===== config.mk =====
export PLATFORM = sky130hd
export DESIGN_NAME = ppp_front
export DESIGN_NICKNAME = d
export VERILOG_FILES = /design/src/hw/rtl/ppp_pkg.sv /design/src/hw/rtl/ppp_front.sv
export SDC_FILE = /design/constraint.sdc
export NUM_CORES = 2
export LEC_CHECK = 0
export BUFFER_PORTS_ARGS = -buffer_cell sky130_fd_sc_hd__buf_2
export CORE_MARGIN = 1
export CORE_UTILIZATION = 25
export DETAILED_ROUTE_END_ITERATION = 12
export GPL_ROUTABILITY_DRIVEN = 0
export GPL_TIMING_DRIVEN = 0
export SYNTH_ARGS = -nofsm -noshare
export SYNTH_HDL_FRONTEND = slang
export SYNTH_SLANG_ARGS = --single-unit

===== constraint.sdc =====
create_clock -name clk_i -period 8.3 [get_ports clk_i]
set_clock_uncertainty 0.2 [all_clocks]
set_input_delay 0.83 -clock clk_i [delete_from_list [all_inputs] [get_ports clk_i]]
set_output_delay 0.83 -clock clk_i [all_outputs]
set_load 0.02 [all_outputs]

===== src/hw/rtl/ppp_pkg.sv =====
package ppp_pkg;

  localparam int unsigned CoordW = 32;
  localparam int unsigned HalfW  = 31;
  localparam int unsigned ProdW  = 63;  // signed 32 x unsigned 31
  localparam int unsigned QuotW  = 63;  // magnitude of the quotient
  localparam int unsigned AddrW  = 3;

  localparam logic [AddrW-1:0] AddrHalfWidth  = 3'd0;
  localparam logic [AddrW-1:0] AddrHalfHeight = 3'd4;

  localparam logic [QuotW-1:0] LimitMag = 63'h7fffffff;

  typedef enum logic [1:0] {
    StSkipped   = 2'd0,
    StProjected = 2'd1,
    StOverflow  = 2'd2
  } status_e;

  typedef struct packed {
    logic signed [CoordW-1:0] point_x;
    logic signed [CoordW-1:0] point_y;
    logic signed [CoordW-1:0] point_z;
    logic                     already_projected;
    logic                     behind_viewer;
  } point_t;

  typedef struct packed {
    logic signed [CoordW-1:0] screen_x;
    logic signed [CoordW-1:0] screen_y;
    status_e                  status;
  } screen_t;

  // Classified word handed from the front to the back.
  typedef struct packed {
    logic                     skip;
    logic                     zero_z;
    logic                     neg_x;   // sign of the x product
    logic                     neg_y;
    logic                     neg_z;
    logic [ProdW-1:0]         mag_px;  // |x * half_width|
    logic [ProdW-1:0]         mag_py;
    logic [CoordW-1:0]        mag_z;   // |z|, up to 2^31
    logic [HalfW-1:0]         half_w;
    logic [HalfW-1:0]         half_h;
  } job_t;

endpackage


===== src/hw/rtl/ppp_front.sv =====
module ppp_front (
  input  logic          clk_i,
  input  logic          rst_ni,
  input  logic [ppp_pkg::HalfW-1:0] half_w_i,
  input  logic [ppp_pkg::HalfW-1:0] half_h_i,
  input  logic          in_valid_i,
  output logic          in_ready_o,
  input  ppp_pkg::point_t in_data_i,
  output logic          job_valid_o,
  input  logic          job_ready_i,
  output ppp_pkg::job_t job_o
);
  import ppp_pkg::*;

  logic          valid_q;
  job_t          job_q, job_d;
  logic [CoordW-1:0] ax, ay;
  logic [ProdW-1:0]  px, py;

  assign in_ready_o = !valid_q || job_ready_i;

  always_comb begin
    ax = in_data_i.point_x[CoordW-1] ? CoordW'(-in_data_i.point_x) : in_data_i.point_x;
    ay = in_data_i.point_y[CoordW-1] ? CoordW'(-in_data_i.point_y) : in_data_i.point_y;
    px = ProdW'(ax) * ProdW'(half_w_i);
    py = ProdW'(ay) * ProdW'(half_h_i);
    job_d.skip   = in_data_i.already_projected | in_data_i.behind_viewer;
    job_d.zero_z = (in_data_i.point_z == '0);
    job_d.neg_x  = in_data_i.point_x[CoordW-1];
    job_d.neg_y  = in_data_i.point_y[CoordW-1];
    job_d.neg_z  = in_data_i.point_z[CoordW-1];
    job_d.mag_px = px;
    job_d.mag_py = py;
    job_d.mag_z  = in_data_i.point_z[CoordW-1] ? CoordW'(-in_data_i.point_z)
                                                 : in_data_i.point_z;
    job_d.half_w = half_w_i;
    job_d.half_h = half_h_i;
  end

  always_ff @(posedge clk_i or negedge rst_ni) begin
    if (!rst_ni) begin
      valid_q <= 1'b0;
    end else if (in_ready_o) begin
      valid_q <= in_valid_i;
    end
  end

  always_ff @(posedge clk_i) begin
    if (in_ready_o && in_valid_i) begin
      job_q <= job_d;
    end
  end

  assign job_valid_o = valid_q;
  assign job_o       = job_q;
endmodule


==> impl_metrics.ini <==
[run_status]
status = finished with violations
violations = setup timing

[critical_path]
critPathMaxFanout = 6
cp.arrival_ns = 10.29
worstSetupPathType = input pin to flip-flop
startpoint_type = input pin
crit_path_frequent_cell = fa_2
crit_slowest_cell = fa_2
crit_path_end_kind = flip-flop
worst_path_largest_cell_delay_ns = 0.59
required_ns = 8.51

[timing]
min_period_ns = 10.08
worstMarginPinSlew_ns = 1.30
slew-limit-headroom_pct = 13.3
grt_setup_unrepaired = true
setup_slack_ns = -1.78
finalSetupViolCount = 80
clock.fmax_ghz = 0.0992
post-route-period-util_pct = 121
final_hold_viol_count = 0
slew_violations = 0

[cells_and_area]
drive_above_1_share_pct = 16.7
layout.nets = 10600
filler_cell_count = 29900
final_cells = 12000
synthToLayoutAreaGrowth_pct = 20.7

[flow_run]
drv_cap = 0

[clock_network]
cts.clk_slew.worst_paths_ns = 0.06
cts_buffer_depth = 3
clkSinkCount = 226
cts_root_buffer = clkbuf_16
tritoncts = done
clock_latency_ns = 0.71
htree_levels = 1
cts_buffers = 30

[logic_synthesis]
yosysWarningCount = 0
synth_nets = 9943
synth_common_cells = fa_1, inv_1, and2_1
yosysMostFrequentCell = fa_1
syn_inst = 7532
synth_edf_count = 225
ys_seq_area_share_pct = 9.38
yosysTopAreaCellShare_pct = 48.0
synthesis.area_sq_um = 72300
synth_flop_cell = edfxtp_1
synth.area.top_cells = fa_1, edfxtp_1, and2_1
yosys.area.top_type = fa_1
ys_ff_latch = 226
avgSynthCellArea_sq_um = 9.60
synth_cell_types = 65
synthArstFlopShare_pct = 0.442

[drt]
route.detailed.drc = 0
wirelength_microns = 272000
vias_per_cell = 4.69
ant_nets = 0
firstDrtPassIters = 7
drt-wirelength-per-cell_microns = 22.6
drt_iter0_markers = 5115
vias = 56400

[floorplanning]
start_util_pct = 25.1
rows = 197
coreArea_sq_um = 288000
dieArea_sq_um = 291000
die_h_microns = 540
ios = 391
fp.dieW_microns = 540

[placed_design]
place_hpwl_microns = 225000
place_inst = 11700
port_buffers = 390

[global_route]
grt_pass1_wl_microns = 396000
grt_max_degree = 62
antenna_found_initial = 31
grt.overflow.total = 0
grt_usage_pct = 18.5
grt_pass1_vias = 58100

[min_path]
min_path_type = input pin to flip-flop
-- layout make-up --
class | instances | area (sq um) | area share, %
Antenna cell | 17 | 42.5 | 0.0488
Buffer | 412 | 2540 | 2.91
Clock buffer | 34 | 766 | 0.878
Clock inverter | 21 | 159 | 0.182
Inverter | 1603 | 6030 | 6.91
Multi-Input combinational cell | 5276 | 61600 | 70.6
Sequential cell | 226 | 6780 | 7.77
Tap cell | 3781 | 4730 | 5.42
Timing Repair Buffer | 664 | 4580 | 5.25
-- stage by stage --
step / hold slack [ns] / util [%] / TNS [ns] / setup slack (ns) / instance area (sq um)
after floorplan: 0.334 / - / -56.84 / -1.60 / 73000
after global routing: 0.0635 / 30.3 / -97.78 / -1.94 / 87200
after CTS: 0.0418 / 29.5 / -71.63 / -1.66 / 85000
final: 0.114 / 30.3 / -86.70 / -1.78 / 87200
after detailed placement: 0.316 / 27.7 / -271.91 / -3.97 / 79700
after global placement: 0.312 / 27.7 / -740.69 / -4.03 / 79600
-- cells in the final DEF, fill, tap and decap left out, types with 48 or more instances in the layout --
master,instances
and2_1,1041
o21ai_0,48
buf_2,384
a21oi_1,100
buf_6,82
nand2_1,1020
edfxtp_1,225
ha_1,462
inv_1,1582
a21o_1,53
fa_2,54
clkbuf_2,60
xnor2_1,97
buf_4,198
clkbuf_1,245
fa_1,1678
-- metal layers --
layer  track usage, %  wire, microns  up-vias  part of all wire, %
li1                 -              -    23700                    -
met1             25.3         109000    29100                   40
met2             27.0         115000     2992                   42
met3             4.72          31700      585                   12
met4             9.30          16000       16                  5.9
met5                0             96        -                0.035
-- critical path, delay by kind of cell --
kind,cells,cell delay [ns]
AO/OA/AOI/OAI,7,1.54
XOR/XNOR,2,0.37
adder cells (fa/ha/maj),9,4.33
buffers and inverters,6,0.72
AND/OR/NAND/NOR,9,2.48
-- state kept, by name, indices dropped and copies added (netlist names) --
register / count
job_o: 225
job_valid_o: 1
-- cells by family (layout without fill, tap and decap cells) --
kind of cell / Yosys count / in the layout / share of synthesized area [%]
AO/OA/AOI/OAI: 466 / 466 / 4.12
XOR/XNOR: 209 / 209 / 2.53
adder cells (fa/ha/maj): 2247 / 2247 / 56.9
buffers and inverters: 2030 / 2734 / 10.5
flip-flops: 226 / 226 / 9.38
other: 0 / 17 / 0
AND/OR/NAND/NOR: 2354 / 2354 / 16.5
-- repair_timing --
action / CTS / global route
buffers inserted: 154 / 127
hold buffers: 1 / 0
cloned: 3 / 0
gates resized for setup: 678 / 402
pin swaps: 166 / 174
hold endpoints to repair: 1 / 0
setup endpoints to repair: 95 / 93
-- worst paths after layout --
kind	startpoint	endpoint	slack, ns	cells after the start
hold reg to reg	job_valid_o	job_valid_o	0.34	2
setup reg to reg	job_valid_o	job_o[100]	5.76	4
hold / removal	in_data_i[2]	job_o[62]	0.11	1
min in group asynchronous	rst_ni	job_valid_o	0.21	2
max in group asynchronous	rst_ni	job_valid_o	7.61	2
setup / recovery	in_data_i[68]	job_o[212]	-1.78	33
Power is not shown: default switching activity piles up to over one toggle a cycle in this logic, so the estimate is an artifact.
